## config.mk

```make
export PLATFORM = sky130hd
export DESIGN_NAME = ijtl_front
export DESIGN_NICKNAME = d
export VERILOG_FILES = /design/src/hw/rtl/ijtl_pkg.sv /design/src/hw/rtl/ijtl_front.sv
export SDC_FILE = /design/constraint.sdc
export NUM_CORES = 2
export LEC_CHECK = 0
export BUFFER_PORTS_ARGS = -buffer_cell sky130_fd_sc_hd__buf_4
export CORE_MARGIN = 3
export CORE_UTILIZATION = 54
export CTS_CLUSTER_SIZE = 8
export DETAILED_ROUTE_END_ITERATION = 16
export GPL_TIMING_DRIVEN = 0
export PLACE_DENSITY = 0.89
export SLEW_MARGIN = 20
export SYNTH_ARGS = -nofsm -noshare
export SYNTH_HDL_FRONTEND = slang
export SYNTH_SLANG_ARGS = --single-unit
```

## constraint.sdc

```tcl
create_clock -name i_clk -period 11.8 [get_ports i_clk]
set_input_delay 0 -clock i_clk [delete_from_list [all_inputs] [get_ports i_clk]]
set_output_delay 0 -clock i_clk [all_outputs]
set_load 0.02 [all_outputs]
```

## src/hw/rtl/ijtl_pkg.sv

```systemverilog
// ----------------------------------------------------------------------------
// ijtl_pkg
// Shared constants, config register codes, stage payload types and the
// gain slot lookup for the joint impedance torque law pipeline.
// ----------------------------------------------------------------------------
package ijtl_pkg;

    localparam int JOINTS_DEF = 7;
    localparam int GAIN_SLOTS = 7;

    // filter weights in Q0.16, 0.99 and 0.01
    localparam logic signed [17:0] ALPHA_Q16           = 18'sd64881;
    localparam logic signed [10:0] ONE_MINUS_ALPHA_Q16 = 11'sd655;

    localparam logic [15:0] COR_SCALE_RST = 16'd16384;
    localparam logic [30:0] MAX_STEP_RST  = 31'd65536;

    typedef enum logic [2:0] {
        CFG_K_LO      = 3'd0,
        CFG_K_HI      = 3'd1,
        CFG_D_LO      = 3'd2,
        CFG_D_HI      = 3'd3,
        CFG_COR_SCALE = 3'd4,
        CFG_MAX_STEP  = 3'd5
    } t_cfg_idx;

    // front end -> filter stage
    typedef struct packed {
        logic [2:0]          joint;
        logic signed [48:0]  pdq;    // ALPHA * velocity
        logic signed [48:0]  pcor;   // coriolis_scale * coriolis_torque
        logic signed [32:0]  eq;     // position_target - position
        logic signed [31:0]  dqd;
        logic signed [31:0]  prev;
        logic [15:0]         k;
        logic [15:0]         d;
    } t_front_item;

    // filter stage -> torque law stages
    typedef struct packed {
        logic [2:0]          joint;
        logic signed [31:0]  fv;
        logic signed [31:0]  dqd;
        logic signed [31:0]  prev;
        logic signed [34:0]  cor;    // rounded Coriolis term, Q16.16
        logic signed [49:0]  kterm;
        logic [15:0]         d;
    } t_filt_item;

    function automatic logic [15:0] gain_of(input logic [63:0] lo,
                                            input logic [47:0] hi,
                                            input logic [2:0]  j);
        logic [15:0] g;
        case (j)
            3'd0:    g = lo[15:0];
            3'd1:    g = lo[31:16];
            3'd2:    g = lo[47:32];
            3'd3:    g = lo[63:48];
            3'd4:    g = hi[15:0];
            3'd5:    g = hi[31:16];
            3'd6:    g = hi[47:32];
            default: g = 16'd0;
        endcase
        return g;
    endfunction

endpackage

```

## src/hw/rtl/ijtl_front.sv

```systemverilog
// ----------------------------------------------------------------------------
// ijtl_front
// Input capture and first product stage: velocity and Coriolis products,
// position error and gain slot selection.
// ----------------------------------------------------------------------------
module ijtl_front
    import ijtl_pkg::*;
(
    input  logic                i_clk,
    input  logic                i_rst_n,
    input  logic                i_valid,
    output logic                o_ready,
    input  logic [2:0]          i_joint,
    input  logic [191:0]        i_data,     // q, q_d, dq, dq_d, prev, coriolis
    input  logic [63:0]         i_k_lo,
    input  logic [47:0]         i_k_hi,
    input  logic [63:0]         i_d_lo,
    input  logic [47:0]         i_d_hi,
    input  logic [15:0]         i_cor_scale,
    output logic                o_valid,
    input  logic                i_ready,
    output t_front_item         o_item
);

    logic               r_v1;
    logic [2:0]         r_j1;
    logic signed [31:0] r_q1, r_qd1, r_dq1, r_dqd1, r_prev1, r_cor1;
    logic               r_v2;
    t_front_item        r_s2;
    t_front_item        n_s2;
    logic               w_rdy1, w_rdy2;

    assign w_rdy2  = !r_v2 || i_ready;
    assign w_rdy1  = !r_v1 || w_rdy2;
    assign o_ready = w_rdy1;

    always_ff @(posedge i_clk) begin
        if (!i_rst_n) begin
            r_v1 <= 1'b0;
        end else if (w_rdy1) begin
            r_v1 <= i_valid;
        end
        if (w_rdy1 && i_valid) begin
            r_j1    <= i_joint;
            r_q1    <= $signed(i_data[31:0]);
            r_qd1   <= $signed(i_data[63:32]);
            r_dq1   <= $signed(i_data[95:64]);
            r_dqd1  <= $signed(i_data[127:96]);
            r_prev1 <= $signed(i_data[159:128]);
            r_cor1  <= $signed(i_data[191:160]);
        end
    end

    always_comb begin
        n_s2.joint = r_j1;
        n_s2.pdq   = ALPHA_Q16 * r_dq1;
        n_s2.pcor  = $signed({1'b0, i_cor_scale}) * r_cor1;
        n_s2.eq    = r_qd1 - r_q1;
        n_s2.dqd   = r_dqd1;
        n_s2.prev  = r_prev1;
        n_s2.k     = gain_of(i_k_lo, i_k_hi, r_j1);
        n_s2.d     = gain_of(i_d_lo, i_d_hi, r_j1);
    end

    always_ff @(posedge i_clk) begin
        if (!i_rst_n) begin
            r_v2 <= 1'b0;
        end else if (w_rdy2) begin
            r_v2 <= r_v1;
        end
        if (w_rdy2 && r_v1) begin
            r_s2 <= n_s2;
        end
    end

    assign o_valid = r_v2;
    assign o_item  = r_s2;

    // joints without a gain slot carry zero gains
    a_no_slot_zero_gain: assert property (@(posedge i_clk) disable iff (!i_rst_n)
        (r_v2 && (r_s2.joint >= 3'(GAIN_SLOTS))) |-> (r_s2.k == '0 && r_s2.d == '0))
        else $error("gain selected for joint without slot");

endmodule

```

; ---- Word-level counts from Yosys, hierarchy flattened
; Cells that the tools add are included.
[totals]
inputBits = 439
register_bits = 427
output_inout_bits = 232
elab_cells = 35
[op_classes]
eq_ne = 6
multipliers = 2
add_sub_neg = 1
n_reduce_logical = 7
n_mux = 2
[ops]
columns = op, n
row1 = 16-bit one-hot mux with 7 select lines, 2
row2 = 17-bit by 32-bit multiplier with 49-bit output, 1
row3 = "17-bit by 32-bit multiplier with 49-bit output, first input constant", 1
row4 = 32-bit by 32-bit subtractor with 33-bit output, 1
row5 = "3-bit == test, second input constant", 3
row6 = "3-bit by 2-bit == test with 1-bit output, second input constant", 2
row7 = "3-bit by 1-bit == test with 1-bit output, second input constant", 1
row8 = 3-bit zero test, 1
row9 = 1-bit logical AND, 2
row10 = 1-bit zero test, 2
row11 = 1-bit logical OR, 2

; ---- Depth between registers and ports, before layout
[logic_depth]
word_depth = 4
depth_mapped = 26
ltp_nobuf = 24

; ---- Worst setup path after synthesis
; No wires, ideal clock.
[synth_path]
kind = register -> register
startpoint = reg r_v2, in the netlist o_valid
endpoint = reg r_s2, in the netlist o_item[0] (enable)
arrival_time_ps = 10703
synth_period_minus_slack_ps = 11556
path_slack_ps = 244
n_path_buf = 0
path_stages_with_launch = 3
setup_ps = 853
t_required_ps = 10947
path_cell_list = dfxtp_1 > nor2b_1 > nor2b_1
[synth_between]
elab_chain_cells = 3
[synth_lines]
columns = item, line_no
row1 = start: declaration, ijtl_front.sv:28  ; logic r_v2;
row2 = start signal: assignment, ijtl_front.sv:69  ; r_v2 <= r_v1;
row3 = 1-bit zero test, ijtl_front.sv:33  ; assign w_rdy2 = !r_v2 || i_ready;
row4 = 1-bit logical OR, ijtl_front.sv:33
row5 = 1-bit logical AND, ijtl_front.sv:71  ; if (w_rdy2 && r_v1) begin
row6 = end signal: assignment, ijtl_front.sv:72  ; r_s2 <= n_s2;
row7 = end: declaration, ijtl_front.sv:29  ; t_front_item r_s2;
; No other way between the ends.
; A chain may end at the register's enable or synchronous reset.

==> summary.txt <==
Outcome
  – Status: finished clean

Clock tree
  – Number of CTS-inserted buffers: 60
  – CTS Buffer Depth: 3
  – Clk sink count: 427
  – Clock-pin slew of the registers on the worst-case setup and hold paths: 60 ps
  – CTS tree: yes
  – Postcts setup bufs: 0
  – Post-CTS Resized: 0
  – Root buf cell: clkbuf_16
  – Post-CTS Hold Fix Bufs: 259
  – H-tree depth: 2
  – Worst skew pair latency: 680 ps

Die
  – Row count: 106
  – Die ar.: 88300 um^2
  – Die width: 297 um
  – Initial core utilization: 54.6%
  – Num ports: 671
  – Total core area: 83800 um^2
  – Die H: 297 um

Run
  – Max_cap viols: 0

Routing
  – WL/cell: 25.4 um
  – WL final: 163000 um
  – Vias per inst: 5.62
  – Initial DRC Count: 3615
  – Routed Antenna Nets: 0
  – Drt drc: 0
  – Total number of vias: 36000
  – Drt first pass iters: 7

Synth
  – Leading area contributor after synthesis: fa_1
  – Syn_nets: 5773
  – Largest cells by area after synthesis: fa_1 (34%), edfxtp_1 (28%), ha_1 (9.2%)
  – Post-synth EDFFs: 425
  – Yosys top cell area share: 33.8%
  – Post-synthesis sequential area ratio: 28.0%
  – Post-synth ARST share: 0%
  – Yosys warnings: 0
  – Mapped cell area: 45800 um^2
  – Unique masters post-synth: 71
  – Yosys reg bits: 427
  – Mean Syn Cell Area: 10.8 um^2
  – Synth Instances: 4225
  – Ys flop type: edfxtp_1

STA
  – Slew margin rel.: 13.5%
  – Final worst path period share: 70.8%
  – Post-layout min period: 8350 ps
  – Worst-Margin Slew: 1300 ps
  – Fin. Hold Viols: 0
  – RSZ-0062 raised after global routing: false
  – Pins Over Slew Limit: 0
  – Setup violations, final: 0
  – Setup Skew: 73.5 ps
  – F_max: 120 MHz

GRT
  – Vias in the first global route: 38500
  – Grt peak-use layer: met2
  – Routing usage on met2: 59.7%
  – Largest net degree at the start of global routing: 53
  – Overall Global Routing Usage: 36.9%
  – Antenna violations before repair: 22
  – Grt ovf: 0
  – Met3 Use GR: 10.6%
  – GR Util met1: 45.4%
  – Global-route wire length before repair: 242000 um

Worst hold path
  – Worst Hold Endpoint: r_dq1[25]
  – Hold Startpoint: i_data[89]
  – Min-Delay Path Depth: 2
  – Hold Path Class: in2reg

Setup path
  – Crit path launch type: flip-flop
  – Reg-to-reg setup timing slack: 3450 ps
  – CP required: 12150 ps
  – Crit path DAT: 8700 ps
  – CP endpoint kind: flip-flop
  – R2R depth: 22
  – FF-to-FF End: o_item[170]
  – Crit path max fanout: 10
  – Reg2Reg Launch Point: r_cor1[11]
  – CP Class: reg2reg

Layout
  – Proportion of layout cells with a drive suffix above 1: 15.0%
  – Filler cells: 5967
  – Final core occ: 67.9%
  – P&R area growth vs syn: 24.4%
  – Final Net Count: 6779

Placed design
  – DP HPWL: 130000 um
  – Placer Congestion: 1.05
  – PortBufs: 670
-- how the worst max path moves through the flow --
| stage | from | to | slack, ps | depth (start not counted) |
|---|---|---|---|---|
| global route | r_cor1[10] | o_item[170] | 3160 | 22 |
| CTS | r_cor1[11] | o_item[170] | 3480 | 22 |
| floorplan | o_valid | o_item[0] | 240 | 2 |
| global placement | o_valid | o_item[129] | -5130 | 2 |
| detailed placement | r_cor1[11] | o_item[170] | 3530 | 22 |
| finish | r_cor1[11] | o_item[170] | 3450 | 22 |
-- state kept, by name (all words and copies together), names as in the netlist --
register  flops
r_prev1      32
r_cor1       32
r_qd1        32
r_q1         32
r_v1          1
o_valid       1
o_item      230
r_j1          3
r_dq1        32
r_dqd1       32
-- critical path, cell delays in order (launching register included) --
cell	delay [ps]
edfxtp_1	560
clkbuf_1	400
and2_1	300
fa_1	530
inv_1	60
fa_1	540
fa_1	520
inv_1	60
fa_1	490
fa_1	490
inv_1	50
fa_1	470
inv_1	40
ha_1	340
a21oi_1	270
a21boi_1	120
o311ai_0	900
nand3_1	560
a21oi_1	400
a21oi_1	230
a2111oi_0	400
nor3_1	120
xor2_1	180
-- logic make-up (layout without fill, tap and decap cells) --
group	count (synthesis)	in the layout	share of synthesized area [%]
AO/OA/AOI/OAI	473	473	6.72
multiplexers	47	47	1.33
AND/OR/NAND/NOR	821	821	8.68
XOR/XNOR	115	115	2.20
other	0	14	0
flip-flops	427	427	28.0
adder cells (fa/ha/maj)	1109	1109	43.0
buffers and inverters	1233	2263	10.1
-- metal layers --
layer  part of all wire (%)  vias to the layer above
li1                       -                    15200
met1                     36                    18000
met2                     47                     2204
met3                     11                      558
met4                    6.5                        6
met5                  0.022                        -
-- stage by stage --
stage	instances	cell area (um^2)	setup TNS, ps	hold WS, ps	setup WS, ps
2_1_floorplan	4225	45800	0	98.9	244
3_3_place_gp	6029	52200	-1159570	178	-5130
3_5_place_dp	6042	52600	0	179	3530
4_1_cts	6387	56900	0	3.00	3480
5_1_grt	6400	56900	0	38.8	3160
6_report	6403	56900	0	40.4	3450
-- synth_stat cells, drive strengths merged (6+ instances only) --
cell type and instances:
xor2 41, o21ai 93, mux4 11, nand2 355, o21bai 12, a2111oi 9, nor2b 19, edfxtp 425
and3 11, nand2b 16, ha 335, a21oi 147, xnor2 74, and2 236, inv 1104, buf 8
a21o 59, a211o 6, clkbuf 120, a211oi 16, a221oi 12, nor3 22, nand4 14, o211ai 16
fa 774, o21a 25, mux2i 34, a31oi 17, a22oi 13, nand3 30, nor2 95
-- cell type report --
type                    instances  area, um^2  area share (%)
diodes                         14        35.0          0.0615
plain buffers                 128         484           0.850
clock buffers                  80        1580            2.77
clock inverters                 6         115           0.202
inverters                    1105        4150            7.28
multi-input cells            2565       28400            49.9
flip-flops and latches        427       12800            22.5
well taps                    1134        1420            2.49
repair buffers                944        7960            14.0
-- cell usage in the layout (no fill, tap or decap), types with 72 or more instances in the layout --
cell type / n
inv_1: 1104
fa_1: 774
buf_4: 670
edfxtp_1: 425
nand2_1: 355
ha_1: 335
dlygate4sd3_1: 260
and2_1: 235
a21oi_1: 146
clkbuf_1: 140
nor2_1: 95
o21ai_0: 80
xnor2_1: 72
Power is left out: the tool's default activity adds up to more than one toggle a clock period on the data nets, which glitch-free logic cannot reach.
