--- src/hw/rtl/ijtl_pkg.sv ---
// ----------------------------------------------------------------------------
// ijtl_pkg
// Shared constants, config register codes, stage payload types and the
// gain slot lookup for the joint impedance torque law pipeline.
// ----------------------------------------------------------------------------
package ijtl_pkg;

    localparam int JOINTS_DEF = 7;
    localparam int GAIN_SLOTS = 7;

    // filter weights in Q0.16, 0.99 and 0.01
    localparam logic signed [17:0] ALPHA_Q16           = 18'sd64881;
    localparam logic signed [10:0] ONE_MINUS_ALPHA_Q16 = 11'sd655;

    localparam logic [15:0] COR_SCALE_RST = 16'd16384;
    localparam logic [30:0] MAX_STEP_RST  = 31'd65536;

    typedef enum logic [2:0] {
        CFG_K_LO      = 3'd0,
        CFG_K_HI      = 3'd1,
        CFG_D_LO      = 3'd2,
        CFG_D_HI      = 3'd3,
        CFG_COR_SCALE = 3'd4,
        CFG_MAX_STEP  = 3'd5
    } t_cfg_idx;

    // front end -> filter stage
    typedef struct packed {
        logic [2:0]          joint;
        logic signed [48:0]  pdq;    // ALPHA * velocity
        logic signed [48:0]  pcor;   // coriolis_scale * coriolis_torque
        logic signed [32:0]  eq;     // position_target - position
        logic signed [31:0]  dqd;
        logic signed [31:0]  prev;
        logic [15:0]         k;
        logic [15:0]         d;
    } t_front_item;

    // filter stage -> torque law stages
    typedef struct packed {
        logic [2:0]          joint;
        logic signed [31:0]  fv;
        logic signed [31:0]  dqd;
        logic signed [31:0]  prev;
        logic signed [34:0]  cor;    // rounded Coriolis term, Q16.16
        logic signed [49:0]  kterm;
        logic [15:0]         d;
    } t_filt_item;

    function automatic logic [15:0] gain_of(input logic [63:0] lo,
                                            input logic [47:0] hi,
                                            input logic [2:0]  j);
        logic [15:0] g;
        case (j)
            3'd0:    g = lo[15:0];
            3'd1:    g = lo[31:16];
            3'd2:    g = lo[47:32];
            3'd3:    g = lo[63:48];
            3'd4:    g = hi[15:0];
            3'd5:    g = hi[31:16];
            3'd6:    g = hi[47:32];
            default: g = 16'd0;
        endcase
        return g;
    endfunction

endpackage

--- src/hw/rtl/ijtl_filter.sv ---
// ----------------------------------------------------------------------------
// ijtl_filter
// Per-joint velocity low-pass state. The state is read and written in the
// same stage, so a sample of the same joint right behind sees the update.
// Also forms the rounded Coriolis term and the stiffness product.
// ----------------------------------------------------------------------------
module ijtl_filter
    import ijtl_pkg::*;
#(
    parameter int JOINTS = JOINTS_DEF
)
(
    input  logic                i_clk,
    input  logic                i_rst_n,
    input  logic                i_valid,
    output logic                o_ready,
    input  t_front_item         i_item,
    output logic                o_valid,
    input  logic                i_ready,
    output t_filt_item          o_item
);

    localparam int IW = (JOINTS > 1) ? $clog2(JOINTS) : 1;

    logic [JOINTS-1:0][31:0] r_fv;
    logic                    r_v3;
    t_filt_item              r_s3;
    t_filt_item              n_s3;
    logic                    w_rdy3;
    logic                    w_load;
    logic                    w_in_range;
    logic [IW-1:0]           w_idx;
    logic signed [31:0]      w_old;
    logic signed [49:0]      w_acc;
    logic signed [48:0]      w_cor_sum;

    assign w_rdy3     = !r_v3 || i_ready;
    assign o_ready    = w_rdy3;
    assign w_load     = w_rdy3 && i_valid;
    assign w_in_range = 5'(i_item.joint) < 5'(JOINTS);
    assign w_idx      = IW'(i_item.joint);
    assign w_old      = w_in_range ? $signed(r_fv[w_idx]) : 32'sd0;

    // fv' = (655*old + 64881*dq + 2^15) >> 16; the weights sum to 1, so it fits
    assign w_acc     = (ONE_MINUS_ALPHA_Q16 * w_old) + i_item.pdq + 50'sd32768;
    assign w_cor_sum = i_item.pcor + 49'sd8192;

    always_comb begin
        n_s3.joint = i_item.joint;
        n_s3.fv    = w_in_range ? $signed(w_acc[47:16]) : 32'sd0;
        n_s3.dqd   = i_item.dqd;
        n_s3.prev  = i_item.prev;
        n_s3.cor   = $signed(w_cor_sum[48:14]);
        n_s3.kterm = $signed({1'b0, i_item.k}) * i_item.eq;
        n_s3.d     = w_in_range ? i_item.d : 16'd0;
    end

    always_ff @(posedge i_clk) begin
        if (!i_rst_n) begin
            r_v3 <= 1'b0;
            r_fv <= '0;
        end else begin
            if (w_rdy3) begin
                r_v3 <= i_valid;
            end
            if (w_load && w_in_range) begin
                r_fv[w_idx] <= n_s3.fv;
            end
        end
        if (w_load) begin
            r_s3 <= n_s3;
        end
    end

    assign o_valid = r_v3;
    assign o_item  = r_s3;

    a_out_of_range_keeps_state: assert property (@(posedge i_clk) disable iff (!i_rst_n)
        (w_load && !w_in_range) |=> $stable(r_fv))
        else $error("filter state changed for joint beyond range");

    a_reset_clears_state: assert property (@(posedge i_clk)
        !i_rst_n |=> (r_fv == '0))
        else $error("filter state not cleared by reset");

endmodule

--- config.mk ---
export PLATFORM = sky130hd
export DESIGN_NAME = ijtl_filter
export DESIGN_NICKNAME = d
export VERILOG_FILES = /design/src/hw/rtl/ijtl_pkg.sv /design/src/hw/rtl/ijtl_filter.sv
export SDC_FILE = /design/constraint.sdc
export NUM_CORES = 2
export LEC_CHECK = 0
export BUFFER_PORTS_ARGS = -buffer_cell sky130_fd_sc_hd__buf_4
export CAP_MARGIN = 20
export CORE_ASPECT_RATIO = 0.6
export CORE_MARGIN = 2
export CORE_UTILIZATION = 62
export DETAILED_ROUTE_END_ITERATION = 12
export GPL_TIMING_DRIVEN = 0
export PLACE_DENSITY = 0.83
export SLEW_MARGIN = 20
export SYNTH_ARGS = -nofsm -noshare
export SYNTH_HDL_FRONTEND = slang
export SYNTH_SLANG_ARGS = --single-unit
--- constraint.sdc ---
create_clock -name i_clk -period 7.8 [get_ports i_clk]
set_clock_uncertainty 0.05 [all_clocks]
set_input_delay 0.39 -clock i_clk [delete_from_list [all_inputs] [get_ports i_clk]]
set_output_delay 0.39 -clock i_clk [all_outputs]
set_load 0.1 [all_outputs]
=== After elaboration in Yosys (flattened, before gate mapping) ===
Index checks and enable logic that the tools add are counted.
Widths: inputs -> output; s select.

* Register bits: 425
* Input port bits: 234

* Add/sub/neg operators: 3
* Multiply operators: 2
* Magnitude comparators: 3
* Muxes and demuxes: 7
* Reduce and logical (&&, ||, !) cells: 5

{| class="wikitable"
|+ Operators by type and width
! kind !! number
|-
| $bwmux 224 || 1
|-
| $mux 32 || 4
|-
| $bmux 32 s3 || 1
|-
| $demux 32 s3 || 1
|-
| $mul 17x33->50 || 1
|-
| $add 49x15->49 const B || 1
|-
| $add 43x48->48 || 1
|-
| $add 48x17->48 const B || 1
|-
| $mul 11x32->43 const A || 1
|-
| $lt 3x4->1 const B || 1
|-
| $ge 3x1->1 const B || 1
|-
| $logic_and 1x1->1 || 3
|-
| $lt 3x3->1 const B || 1
|-
| $logic_not 1->1 || 1
|-
| $logic_or 1x1->1 || 1
|}

=== Depth between registers and ports, before layout ===
* Depth in word-level cells: 8
* Mapped depth: 30
* Mapped depth without buffers: 26

=== Worst setup path after synthesis ===
OpenSTA, ideal clock, no wires.

* Path type: register to register
* Start: register r_v3 (netlist: o_valid)
* End: register r_fv[186] (netlist name)
* Library setup time: 118 ps
* Data arrival time: 8268 ps
* Data required time: 7632 ps
* Slack: -635 ps
* Stages on the path, launching flop included: 8
* Period minus slack after synthesis: 8435 ps
* Cell sequence: dfxtp_1 > nand2b_1 > nand2_1 > clkinv_1 > nand2_1 > clkbuf_1 > nand3_1 > o311ai_0

* Longest elaborated chain between the ends: 4

{| class="wikitable"
|+ RTL lines
! item !! line !! RTL
|-
| start, declared || ijtl_filter.sv:26 || <nowiki>logic r_v3;</nowiki>
|-
| start signal, assigned || ijtl_filter.sv:64 || <nowiki>r_v3 <= i_valid;</nowiki>
|-
| $logic_not 1->1 || ijtl_filter.sv:37 || <nowiki>assign w_rdy3 = !r_v3 || i_ready;</nowiki>
|-
| $logic_or 1x1->1 || ijtl_filter.sv:37 ||
|-
| named net o_ready || ijtl_filter.sv:16 || <nowiki>output logic o_ready,</nowiki>
|-
| $logic_and 1x1->1 || ijtl_filter.sv:39 || <nowiki>assign w_load = w_rdy3 && i_valid;</nowiki>
|-
| named net w_load || ijtl_filter.sv:30 || <nowiki>logic w_load;</nowiki>
|-
| $logic_and 1x1->1 || ijtl_filter.sv:66 || <nowiki>if (w_load && w_in_range) begin</nowiki>
|-
| end signal, assigned by index || ijtl_filter.sv:67 || <nowiki>r_fv[w_idx] <= n_s3.fv;</nowiki>
|-
| end, declared || ijtl_filter.sv:25 || <nowiki>logic [JOINTS-1:0][31:0] r_fv;</nowiki>
|}

The timed path passes the listed nets, and every way through them passes these cells.
A chain may end at the register's enable or synchronous reset.

=== Worst setup path after layout ===
* Start: input port i_item[227] (netlist name)
* End: register r_fv[215] (netlist name)

* Longest elaborated chain between the ends: 8
* Elaborated cells on any way between the ends: 15

{| class="wikitable"
|+ RTL lines
! item !! line !! RTL
|-
| start, declared || ijtl_filter.sv:17 || <nowiki>input t_front_item i_item,</nowiki>
|-
| $bmux 32 s3 || ijtl_filter.sv:42 || <nowiki>assign w_old = w_in_range ? $signed(r_fv[w_idx]) : 32'sd0;</nowiki>
|-
| $mux 32 (implied by the code) || ijtl_filter.sv:42 ||
|-
| $mux 32 || ijtl_filter.sv:42 ||
|-
| $mul 11x32->43 || ijtl_filter.sv:45 || <nowiki>assign w_acc = (ONE_MINUS_ALPHA_Q16 * w_old) + i_item.pdq + 50'sd32768;</nowiki>
|-
| $add 43x48->48 || ijtl_filter.sv:45 ||
|-
| $add 48x17->48 || ijtl_filter.sv:45 ||
|-
| $mux 32 || ijtl_filter.sv:50 || <nowiki>n_s3.fv = w_in_range ? $signed(w_acc[47:16]) : 32'sd0;</nowiki>
|-
| $bwmux 224 || ijtl_filter.sv:67 ||
|}

Several ways; a longest one is shown, not always the timed one. The select of a mux whose other input is x is not followed.

==> results.toml <==
[status]
status = "finished, final reports clean"

[floorplanning]
start_util = 0.627
core_um2 = 69900
io_pins = 436
die_x_um = 347
rows = 75
die-area_um2 = 72900
die_h_um = 210

[synthesis]
synth_edf_count = 200
ys_types = 80
ys_seq_elements = 425
synthSimpleGateAreaFrac = 0.133
ys_seq_area_frac = 0.240
synth_compound_area_frac = 0.0891
synthAdderAreaFrac = 0.399
synth_common_cells = "933 x inv_1, 668 x fa_1, 666 x nand2_1, 328 x ha_1, 240 x a21oi_1"
yosysTopAreaCell = "fa_1"
postSynthCellCount = 4661
async_reset_ff_frac = 0
netlist.area_leader.share = 0.305
ys_top_cells_by_area = "fa_1 31%, edfxtp_1 14%, dfxtp_1 10%"
ys.flop_type = "dfxtp_1"
syn_area_um2 = 43800
synthesis.nets = 5891
synthMuxAreaShare = 0.0180
synth_warnings = 0
synth_top_family_by_area = "adder cells"
synth.most_common_cell = "inv_1"
synth_xor_area_frac = 0.0230
syn_area_per_cell_um2 = 9.40

[placement]
io_buffers = 420
post_dp_cell_area_um2 = 48200
dp_slack_ps = -2500
dp_hpwl_mm = 120
dpl.cell_count = 6009
gp_congestion = 1.08

[timing]
post-route-min-period_ps = 7770
fmax_ghz = 0.129
finalSetupViolCount = 0
tightest_slew_ps = 1080
setup_slack_ps = 34.4
finalCritPeriodShare = 0.996
maxSlewViolCount = 0
slew-limit-headroom = 0.281
hold_viol = 0

[routing]
first_pass_iters = 7
routedWlPerCell_um = 24.6
drt_iter0_markers = 4749
wirelength_mm = 152
vias = 37000
ant_nets = 0
vias_per_cell = 5.99
drc = 0

[setup_path]
slowest_stage = "fa_1"
crit_path_start = "i_item[227]"
max_stage_delay_ps = 570
r2r-start = "r_fv[119]$_SDFFE_PN0P_"
crit_path_end_kind = "register"
critical_path_class = "in -> reg"
required_ps = 8270
crit_fanout = 10
cp.arrival_ps = 8240
cp_top_family = "adder cells"
startpoint_type = "primary input"
crit_buf_inv = 10

[cts]
cts_buffers = 45
clock_sinks = 425
cts_tree = "done"
htree_levels = 2
path_clk_slew_ps = 70
cts-root-buf = "clkbuf_16"
clkLatencyLatePin_ps = 640
cts_buffer_depth = 3

[global_routing]
gr-total-overflow = 0
grt_max_degree = 122
antenna_found_initial = 5
grt_pass1_vias = 37100
grtUsageTotal = 0.421
grt_pass1_wl_mm = 228

[worst_hold_path]
min_from = "i_item[146]"
hold_class = "in -> reg"

[layout]
multi_input_area_um2 = 29300
fin_nets = 6446
fin_area_um2 = 51100
instances_no_fill = 6178
area_delta_synth_final_pct = 16.6
seqCellArea_um2 = 10500
drive_gt1_frac = 0.122
fillCellCount = 5120

[run]
maxCapViolCount = 0
[worst paths after layout]
kind	cells after the start	end	slack, ps
max	27	r_fv[215]$_SDFFE_PN0P_	30
min	2	o_item[69]$_DFFE_PP_	20
max reg2reg	25	o_item[193]$_DFFE_PP_	580
min reg2reg	2	r_fv[97]$_SDFFE_PN0P_	410
[sequential cells by signal, summed over array words and instances, names as in the netlist]
signal   flops
o_item     200
o_valid      1
r_fv       224
[metrics by stage]
step / hold slack, ps / TNS [ps] / utilization
after floorplan: 379 / 0 / -
after global placement: 390 / -603570 / 0.688
after detailed placement: 396 / -452720 / 0.690
after CTS: 1.23 / 0 / 0.728
after global routing: 13.7 / -72.9 / 0.731
final: 15.4 / 0 / 0.731
[cell families (layout without fill, tap and decap cells)]
| group | count (synthesis) | in the layout |
|---|---|---|
| xor gates and xnor gates | 115 | 115 |
| AOI/OAI and AO/OA | 632 | 632 |
| and+or+nand+nor | 1280 | 1280 |
| muxes | 66 | 66 |
| other | 0 | 1 |
| buffers and inverters | 1147 | 1739 |
| DFF | 425 | 425 |
| adders and majority gates | 996 | 996 |
[worst register-to-register path: stages, from the launching register on]
cell,delay (ps)
dfxtp_1,320
mux2i_1,210
nor2_1,90
a21oi_1,250
nor2_1,60
or3_1,560
inv_1,200
fa_1,420
inv_1,80
ha_1,250
fa_1,490
fa_1,540
inv_1,50
fa_1,470
inv_1,40
ha_1,430
a21oi_2,370
o21ai_0,220
a31oi_2,420
nor3_2,140
and4_1,240
o2111a_1,320
nor2_1,290
xor2_4,210
buf_12,150
nor2_1,60
[metal layers]
metal	global-route usage	vias up	wire length (um)
met5	0.0178	-	340
met4	0.105	16	4600
met3	0.233	393	27700
met2	0.558	2667	58700
met1	0.593	18200	60900
li1	-	15800	-
[area by class of cell]
| class | count | share of cell area |
|---|---|---|
| multi-input cells | 3089 | 0.574 |
| flip-flops and latches | 425 | 0.206 |
| repair buffers | 509 | 0.0797 |
| inverters | 936 | 0.0691 |
| clock buffers | 55 | 0.0242 |
| well taps | 924 | 0.0226 |
| plain buffers | 209 | 0.0169 |
| clock inverters | 29 | 0.00778 |
| repair inverters | 1 | 0.0000979 |
| diodes | 1 | 0.0000490 |
[cells in the final DEF, fill, tap and decap left out, types with 20 or more instances in the layout]
master	Yosys	routed
inv_1	933	931
fa_1	668	668
nand2_1	666	666
buf_4	1	437
ha_1	328	328
a21oi_1	240	234
dfxtp_1	225	225
edfxtp_1	200	200
and2_1	196	196
clkbuf_1	195	173
nor2_1	155	144
o21ai_0	146	139
nand3_1	119	119
dlygate4sd3_1	0	74
xnor2_1	75	73
a21o_1	64	64
clkbuf_16	0	46
mux2i_1	46	43
xor2_1	40	37
nand4_1	27	27
nor2b_1	27	26
nor3_1	25	20
[repair_timing]
| item | CTS | global route |
|---|---|---|
| cloned | 0 | 1 |
| gates resized for setup | 51 | 70 |
| hold buffers | 74 | 0 |
| endpoints found under the setup margin | 257 | 216 |
| endpoints found under the hold margin | 74 | 0 |
| pin swaps | 1 | 4 |
| buffers inserted | 5 | 6 |
Power is not shown: default switching activity piles up to over one toggle a cycle in this logic, so the estimate is an artifact.
