==> config.mk <==
export PLATFORM = sky130hd
export DESIGN_NAME = ijtl_law
export DESIGN_NICKNAME = d
export VERILOG_FILES = /design/src/hw/rtl/ijtl_pkg.sv /design/src/hw/rtl/ijtl_law.sv
export SDC_FILE = /design/constraint.sdc
export NUM_CORES = 2
export LEC_CHECK = 0
export BUFFER_PORTS_ARGS = -buffer_cell sky130_fd_sc_hd__buf_2
export CAP_MARGIN = 40
export CORE_ASPECT_RATIO = 1.1
export CORE_MARGIN = 2
export CORE_UTILIZATION = 37
export CTS_CLUSTER_DIAMETER = 60
export DETAILED_ROUTE_END_ITERATION = 8
export GPL_TIMING_DRIVEN = 0
export PLACE_DENSITY = 0.64
export SLEW_MARGIN = 20
export SYNTH_ARGS = -nofsm -noshare
export SYNTH_HDL_FRONTEND = slang
export SYNTH_SLANG_ARGS = --single-unit
==> constraint.sdc <==
create_clock -name i_clk -period 14.3 [get_ports i_clk]
set_input_delay 0 -clock i_clk [delete_from_list [all_inputs] [get_ports i_clk]]
set_output_delay 0 -clock i_clk [all_outputs]
set_load 0.03 [all_outputs]
==> src/hw/rtl/ijtl_pkg.sv <==
// ----------------------------------------------------------------------------
// ijtl_pkg
// Shared constants, config register codes, stage payload types and the
// gain slot lookup for the joint impedance torque law pipeline.
// ----------------------------------------------------------------------------
package ijtl_pkg;

    localparam int JOINTS_DEF = 7;
    localparam int GAIN_SLOTS = 7;

    // filter weights in Q0.16, 0.99 and 0.01
    localparam logic signed [17:0] ALPHA_Q16           = 18'sd64881;
    localparam logic signed [10:0] ONE_MINUS_ALPHA_Q16 = 11'sd655;

    localparam logic [15:0] COR_SCALE_RST = 16'd16384;
    localparam logic [30:0] MAX_STEP_RST  = 31'd65536;

    typedef enum logic [2:0] {
        CFG_K_LO      = 3'd0,
        CFG_K_HI      = 3'd1,
        CFG_D_LO      = 3'd2,
        CFG_D_HI      = 3'd3,
        CFG_COR_SCALE = 3'd4,
        CFG_MAX_STEP  = 3'd5
    } t_cfg_idx;

    // front end -> filter stage
    typedef struct packed {
        logic [2:0]          joint;
        logic signed [48:0]  pdq;    // ALPHA * velocity
        logic signed [48:0]  pcor;   // coriolis_scale * coriolis_torque
        logic signed [32:0]  eq;     // position_target - position
        logic signed [31:0]  dqd;
        logic signed [31:0]  prev;
        logic [15:0]         k;
        logic [15:0]         d;
    } t_front_item;

    // filter stage -> torque law stages
    typedef struct packed {
        logic [2:0]          joint;
        logic signed [31:0]  fv;
        logic signed [31:0]  dqd;
        logic signed [31:0]  prev;
        logic signed [34:0]  cor;    // rounded Coriolis term, Q16.16
        logic signed [49:0]  kterm;
        logic [15:0]         d;
    } t_filt_item;

    function automatic logic [15:0] gain_of(input logic [63:0] lo,
                                            input logic [47:0] hi,
                                            input logic [2:0]  j);
        logic [15:0] g;
        case (j)
            3'd0:    g = lo[15:0];
            3'd1:    g = lo[31:16];
            3'd2:    g = lo[47:32];
            3'd3:    g = lo[63:48];
            3'd4:    g = hi[15:0];
            3'd5:    g = hi[31:16];
            3'd6:    g = hi[47:32];
            default: g = 16'd0;
        endcase
        return g;
    endfunction

endpackage

==> src/hw/rtl/ijtl_law.sv <==
// ----------------------------------------------------------------------------
// ijtl_law
// Damping product, torque sum, step clamp against the previous command and
// 32-bit saturation. Five register stages, the last one drives the output.
// ----------------------------------------------------------------------------
module ijtl_law
    import ijtl_pkg::*;
(
    input  logic                i_clk,
    input  logic                i_rst_n,
    input  logic                i_valid,
    output logic                o_ready,
    input  t_filt_item          i_item,
    input  logic [30:0]         i_max_step,
    output logic                o_valid,
    input  logic                i_ready,
    output logic [2:0]          o_joint,
    output logic signed [31:0]  o_torque,
    output logic                o_rate_limited
);

    // stage 4: velocity error, partial sum
    logic               r_v4;
    logic [2:0]         r_j4;
    logic signed [32:0] r_ev4;
    logic signed [50:0] r_s4;
    logic [15:0]        r_d4;
    logic signed [31:0] r_prev4;
    // stage 5: damping product
    logic               r_v5;
    logic [2:0]         r_j5;
    logic signed [49:0] r_dterm5;
    logic signed [50:0] r_s5;
    logic signed [31:0] r_prev5;
    // stage 6: step from previous command
    logic               r_v6;
    logic [2:0]         r_j6;
    logic signed [52:0] r_diff6;
    logic signed [31:0] r_prev6;
    // stage 7: clamped step
    logic               r_v7;
    logic [2:0]         r_j7;
    logic signed [31:0] r_dc7;
    logic               r_clamp7;
    logic signed [31:0] r_prev7;
    // stage 8: output
    logic               r_v8;
    logic [2:0]         r_j8;
    logic signed [31:0] r_cmd8;
    logic               r_clamp8;

    logic               w_rdy4, w_rdy5, w_rdy6, w_rdy7, w_rdy8;
    logic signed [52:0] w_lim;
    logic signed [52:0] w_step;
    logic               w_clamp;
    logic signed [32:0] w_cmd;
    logic signed [31:0] w_cmd_sat;

    assign w_rdy8  = !r_v8 || i_ready;
    assign w_rdy7  = !r_v7 || w_rdy8;
    assign w_rdy6  = !r_v6 || w_rdy7;
    assign w_rdy5  = !r_v5 || w_rdy6;
    assign w_rdy4  = !r_v4 || w_rdy5;
    assign o_ready = w_rdy4;

    assign w_lim = $signed({22'd0, i_max_step});

    always_comb begin
        w_clamp = 1'b1;
        if (r_diff6 > w_lim) begin
            w_step = w_lim;
        end else if (r_diff6 < -w_lim) begin
            w_step = -w_lim;
        end else begin
            w_step  = r_diff6;
            w_clamp = 1'b0;
        end
    end

    assign w_cmd = r_prev7 + r_dc7;

    always_comb begin
        if (w_cmd[32] != w_cmd[31]) begin
            w_cmd_sat = w_cmd[32] ? 32'sh8000_0000 : 32'sh7FFF_FFFF;
        end else begin
            w_cmd_sat = w_cmd[31:0];
        end
    end

    always_ff @(posedge i_clk) begin
        if (!i_rst_n) begin
            r_v4 <= 1'b0;
            r_v5 <= 1'b0;
            r_v6 <= 1'b0;
            r_v7 <= 1'b0;
            r_v8 <= 1'b0;
        end else begin
            if (w_rdy4) r_v4 <= i_valid;
            if (w_rdy5) r_v5 <= r_v4;
            if (w_rdy6) r_v6 <= r_v5;
            if (w_rdy7) r_v7 <= r_v6;
            if (w_rdy8) r_v8 <= r_v7;
        end
        if (w_rdy4 && i_valid) begin
            r_j4    <= i_item.joint;
            r_ev4   <= i_item.dqd - i_item.fv;
            r_s4    <= i_item.cor + i_item.kterm;
            r_d4    <= i_item.d;
            r_prev4 <= i_item.prev;
        end
        if (w_rdy5 && r_v4) begin
            r_j5     <= r_j4;
            r_dterm5 <= $signed({1'b0, r_d4}) * r_ev4;
            r_s5     <= r_s4;
            r_prev5  <= r_prev4;
        end
        if (w_rdy6 && r_v5) begin
            r_j6    <= r_j5;
            r_diff6 <= r_s5 + r_dterm5 - r_prev5;
            r_prev6 <= r_prev5;
        end
        if (w_rdy7 && r_v6) begin
            r_j7     <= r_j6;
            r_dc7    <= w_step[31:0];
            r_clamp7 <= w_clamp;
            r_prev7  <= r_prev6;
        end
        if (w_rdy8 && r_v7) begin
            r_j8     <= r_j7;
            r_cmd8   <= w_cmd_sat;
            r_clamp8 <= r_clamp7;
        end
    end

    assign o_valid        = r_v8;
    assign o_joint        = r_j8;
    assign o_torque       = r_cmd8;
    assign o_rate_limited = r_clamp8;

    // an unclamped step passes through stage 7 unchanged
    a_unclamped_step_kept: assert property (@(posedge i_clk) disable iff (!i_rst_n)
        (w_rdy7 && r_v6 && !w_clamp) |=> (r_dc7 == $past(r_diff6[31:0])))
        else $error("unclamped step altered");

endmodule

-- Word level (Yosys, flattened, before mapping)
Index checks and enable logic that the tools add are counted.
- memory bits (read-only): 0
- bits in writable memories: 0
- register bits after elaboration: 468
- latch bits: 0
- memories kept: 0
- word-level logic and storage cells: 55
- output and inout port bits: 38
- multiplexer cells: 5
- $add $sub $neg: 6
- shift operators: 0
- bitwise gates (word level): 0
- $lt $le $gt $ge: 2
- multipliers: 1
- equality and inequality tests: 1
- reductions and logical operators: 15
- div/mod/pow operators: 0
- operator list (kind ; number):
    $mux 32 ; 3
    $gt 53x32->1 ; 1
    $lt 53x53->1 ; 1
    $neg 31->53 ; 1
    $sub 52x32->53 ; 1
    $add 51x50->52 ; 1
    $add 35x50->51 ; 1
    $mul 17x33->50 ; 1
    $add 32x32->33 ; 1
    $sub 32x32->33 ; 1
    $mux 31 ; 1
    $logic_and 1x1->1 ; 5
    $logic_not 1->1 ; 5
    $logic_or 1x1->1 ; 5
    $mux 1 ; 1
    $ne 1x1->1 ; 1

-- Longest topological paths before layout
- word-level depth: 7
- mapped depth: 26

-- Worst setup path after synthesis
OpenSTA, ideal clock, no wires.
- kind: register -> register
- from: register r_v8 (netlist: o_valid)
- to: register r_dterm5[0], enable pin
- required time: 13.461 ns
- arrival: 10.744 ns
- path slack: 2.717 ns
- cell stages (with the launch flop): 5
- cell sequence: dfxtp_1 nor2b_1 and3_1 clkbuf_1 a21boi_0
- cells in the longest elaborated chain, start to end: 6
- RTL lines (element ; line ; text):
    start, declared ; ijtl_law.sv:47 ; logic r_v8;
    start signal, assigned ; ijtl_law.sv:102 ; if (w_rdy8) r_v8 <= r_v7;
    $logic_not 1->1 ; ijtl_law.sv:59 ; assign w_rdy8 = !r_v8 || i_ready;
    $logic_or 1x1->1 ; ijtl_law.sv:59 ;
    $logic_or 1x1->1 ; ijtl_law.sv:60 ; assign w_rdy7 = !r_v7 || w_rdy8;
    $logic_or 1x1->1 ; ijtl_law.sv:61 ; assign w_rdy6 = !r_v6 || w_rdy7;
    $logic_or 1x1->1 ; ijtl_law.sv:62 ; assign w_rdy5 = !r_v5 || w_rdy6;
    $logic_and 1x1->1 ; ijtl_law.sv:111 ; if (w_rdy5 && r_v4) begin
    end signal, assigned ; ijtl_law.sv:113 ; r_dterm5 <= $signed({1'b0, r_d4}) * r_ev4;
    end, declared ; ijtl_law.sv:32 ; logic signed [49:0] r_dterm5;
No other way between the ends.
A chain may end at the register's enable or synchronous reset.

-- Final worst setup path
- from: register r_d4[3]
- to: register r_dterm5[48], data pin
- cells in the longest elaborated chain, start to end: 1
- RTL lines (element ; line ; text):
    start, declared ; ijtl_law.sv:27 ; logic [15:0] r_d4;
    start signal, assigned ; ijtl_law.sv:108 ; r_d4 <= i_item.d;
    $mul 17x33->50 ; ijtl_law.sv:113 ;
No other way between the ends.

==> impl_metrics.py <==
metrics = {
    "global_route": {
        "grt_max_degree": 30,
        "first_global_vias": 35500,
        "grt_usage_pct": 20.2,
        "grt_antenna_before_repair": 11,
        "grt_remaining_overflow": 0,
        "grt_pass1_wl_mm": 198,
    },
    "synthesis": {
        "post-synth-top-count-cell": "inv_1",
        "ys_seq_elements": 468,
        "ys.flop_type": "edfxtp_1",
        "syn_nets": 5684,
        "yosys-top-cells-area": "edfxtp_1, fa_1, ha_1",
        "synthArstFlopShare_pct": 0,
        "synth-edff-count": 463,
        "yosysSeqAreaShare_pct": 30.4,
        "synth_cells": 4522,
        "syn-cell-area_sq_um": 46100,
        "yosysUniqueCellTypes": 93,
        "yosysTopAreaCell": "edfxtp_1",
        "yosys_warnings": 0,
        "avgSynthCellArea_sq_um": 10.2,
        "ys_top_cells_by_count": "inv_1, fa_1, edfxtp_1",
        "synth_top_cell_area_share_pct": 30.2,
    },
    "clock_tree": {
        "cts.sinks": 468,
        "cts_setup_buffers": 0,
        "cts_buffer_depth": 3,
        "hold_buffers": 238,
        "clk_pin_slew_ns": 0.06,
        "cts.repair.resized": 0,
        "cts_root_buffer": "clkbuf_16",
        "cts_buffers": 59,
        "htree_levels": 2,
        "clock_latency_ns": 0.66,
        "cts_tree": "done",
    },
    "worst_setup_path": {
        "arrival_ns": 8.90,
        "crit_fanout": 10,
        "cp.required_ns": 14.74,
        "regToRegEndpoint": "r_dterm5[48]$_DFFE_PP_",
        "rr_worst_depth": 24,
        "cp-start-kind": "flop",
        "endpoint_kind": "flop",
        "critPathKind": "flop to flop",
        "r2r_slack_ns": 5.84,
        "r2r-start": "r_d4[3]$_DFFE_PP_",
    },
    "place": {
        "hpwl_mm": 106,
        "numPortBuffers": 269,
        "gp_congestion": 0.968,
    },
    "sta": {
        "clock_skew_ns": 0.0317,
        "min_period_over_period_pct": 59.1,
        "worstMarginPinSlew_ns": 0.952,
        "finalSetupViolCount": 0,
        "maxSlewViolCount": 0,
        "rsz0062_at_grt": "no",
        "final_hold_viol_count": 0,
        "slew_headroom_pct": 36.5,
        "fmax_mhz": 118,
        "whs_ns": 0.0429,
        "period_minus_slack_ns": 8.46,
    },
    "drt": {
        "ant_nets": 0,
        "route.vias.total": 34100,
        "wl_per_cell_um": 19.0,
        "drt_wl_total_mm": 129,
        "drt_pass1_iterations": 5,
        "route.detailed.drc": 0,
        "avgViaCountPerCell": 5.01,
        "first_iter_violations": 1816,
    },
    "die": {
        "num_io_pins": 273,
        "num_rows": 135,
        "die_height_um": 374,
        "start_util_pct": 37.4,
        "die_w_um": 341,
        "core_sq_um": 123000,
        "die-area_sq_um": 127000,
    },
    "min_path": {
        "holdPathEnd": "r_s4[12]$_DFFE_PP_",
        "hold_path.startpoint": "i_item[28]",
        "hold_path.class": "input pin to flop",
        "min_path_cells": 3,
    },
    "final_layout": {
        "drive_above_1_share_pct": 8.71,
        "syn_to_final_growth_pct": 18.2,
        "fin_nets": 6281,
    },
    "run_status": {
        "status": "complete, no violations",
    },
    "job": {
        "drv_cap": 0,
    },
}
final cells by class:
| class | count | area [sq um] |
|---|---|---|
| fill | 11800 | 68800 |
| multi-input combinational | 3008 | 28200 |
| sequential | 468 | 14000 |
| timing repair buffer | 536 | 4350 |
| inverter | 906 | 3400 |
| tap | 1644 | 2060 |
| clock buffer | 65 | 1500 |
| buffer | 140 | 587 |
| clock inverter | 41 | 430 |
| antenna | 2 | 5.00 |
how the worst max path moves through the flow:
| stage | startpoint | endpoint | slack, ns |
|---|---|---|---|
| floorplan | o_valid$_SDFFE_PN0P_ | r_dterm5[0]$_DFFE_PP_ | 2.72 |
| CTS | r_d4[3]$_DFFE_PP_ | r_dterm5[48]$_DFFE_PP_ | 6.02 |
| detailed placement | r_d4[3]$_DFFE_PP_ | r_dterm5[48]$_DFFE_PP_ | 6.09 |
| global route | r_d4[3]$_DFFE_PP_ | r_dterm5[48]$_DFFE_PP_ | 5.65 |
| global placement | o_valid$_SDFFE_PN0P_ | r_prev5[29]$_DFFE_PP_ | -2.96 |
| finish | r_d4[3]$_DFFE_PP_ | r_dterm5[48]$_DFFE_PP_ | 5.84 |
routing by layer:
metal / global-route usage, % / up-vias / part of all wire, % / wire length, um
li1: - / 16100 / - / -
met1: 25.8 / 16600 / 42 / 54200
met2: 33.5 / 1167 / 46 / 59400
met3: 3.72 / 270 / 7.0 / 9080
met4: 8.84 / 2 / 4.9 / 6380
met5: 0 / - / 0.0077 / 10
state kept, by name, indices dropped and copies added (netlist names), 3 cells and up:
register / count
r_j6: 3
r_j5: 3
r_diff6: 53
o_joint: 3
r_prev5: 32
r_dc7: 32
r_dterm5: 50
o_torque: 32
r_j4: 3
r_prev6: 32
r_j7: 3
r_s5: 51
r_ev4: 33
r_s4: 51
r_prev7: 32
r_d4: 16
r_prev4: 32
critical path, cell delays in order (launching register included):
cell and delay [ns]:
edfxtp_1 0.83, clkbuf_1 0.72, nand2_1 0.17, fa_1 0.56, fa_1 0.45, fa_1 0.52, inv_1 0.05, fa_1 0.49
fa_1 0.56, inv_1 0.06, fa_1 0.69, inv_1 0.08, ha_1 0.29, clkbuf_1 0.28, a21o_1 0.17, a21o_1 0.14
nor3_1 0.06, o21ai_0 0.08, a21oi_1 0.09, o31ai_1 0.56, a21oi_1 0.28, a311oi_1 0.41, nor2_1 0.19, o21ai_1 0.20
xor2_1 0.29
layout by cell type (no fill, tap or decap), types with 59 or more instances in the layout:
| master | instances |
|---|---|
| clkbuf_16 | 59 |
| dlygate4sd3_1 | 238 |
| o21ai_0 | 136 |
| xnor2_1 | 155 |
| buf_2 | 278 |
| a21oi_1 | 229 |
| and2_1 | 202 |
| nand3_1 | 74 |
| nand2_1 | 448 |
| clkbuf_1 | 130 |
| xor2_1 | 69 |
| ha_1 | 370 |
| fa_1 | 557 |
| a21o_1 | 120 |
| nor2_1 | 124 |
| inv_1 | 905 |
| edfxtp_1 | 463 |
through the flow:
step | TNS (ns) | utilization [%] | setup WS, ns | cell area (sq um) | instances
6_report | 0 | 44.2 | 5.84 | 54500 | 6810
5_1_grt | 0 | 44.2 | 5.65 | 54500 | 6809
4_1_cts | 0 | 44.2 | 6.02 | 54500 | 6805
3_5_place_dp | 0 | 40.7 | 6.09 | 50200 | 6461
3_3_place_gp | -395.47 | 40.1 | -2.96 | 49500 | 6435
2_1_floorplan | 0 | - | 2.72 | 46100 | 4522
cell families (layout without fill, tap and decap cells):
kind of cell,count (synthesis),count (layout),synth area share [%]
compound gates,748,748,10.5
xor+xnor,224,224,4.26
fa+ha+maj,928,928,34.3
buf+inv,1046,1688,8.65
flops,468,468,30.4
mux,11,11,0.242
other cells,0,2,0
simple gates,1097,1097,11.7
Power is left out: the tool's default activity adds up to more than one toggle a clock period on the data nets, which glitch-free logic cannot reach.
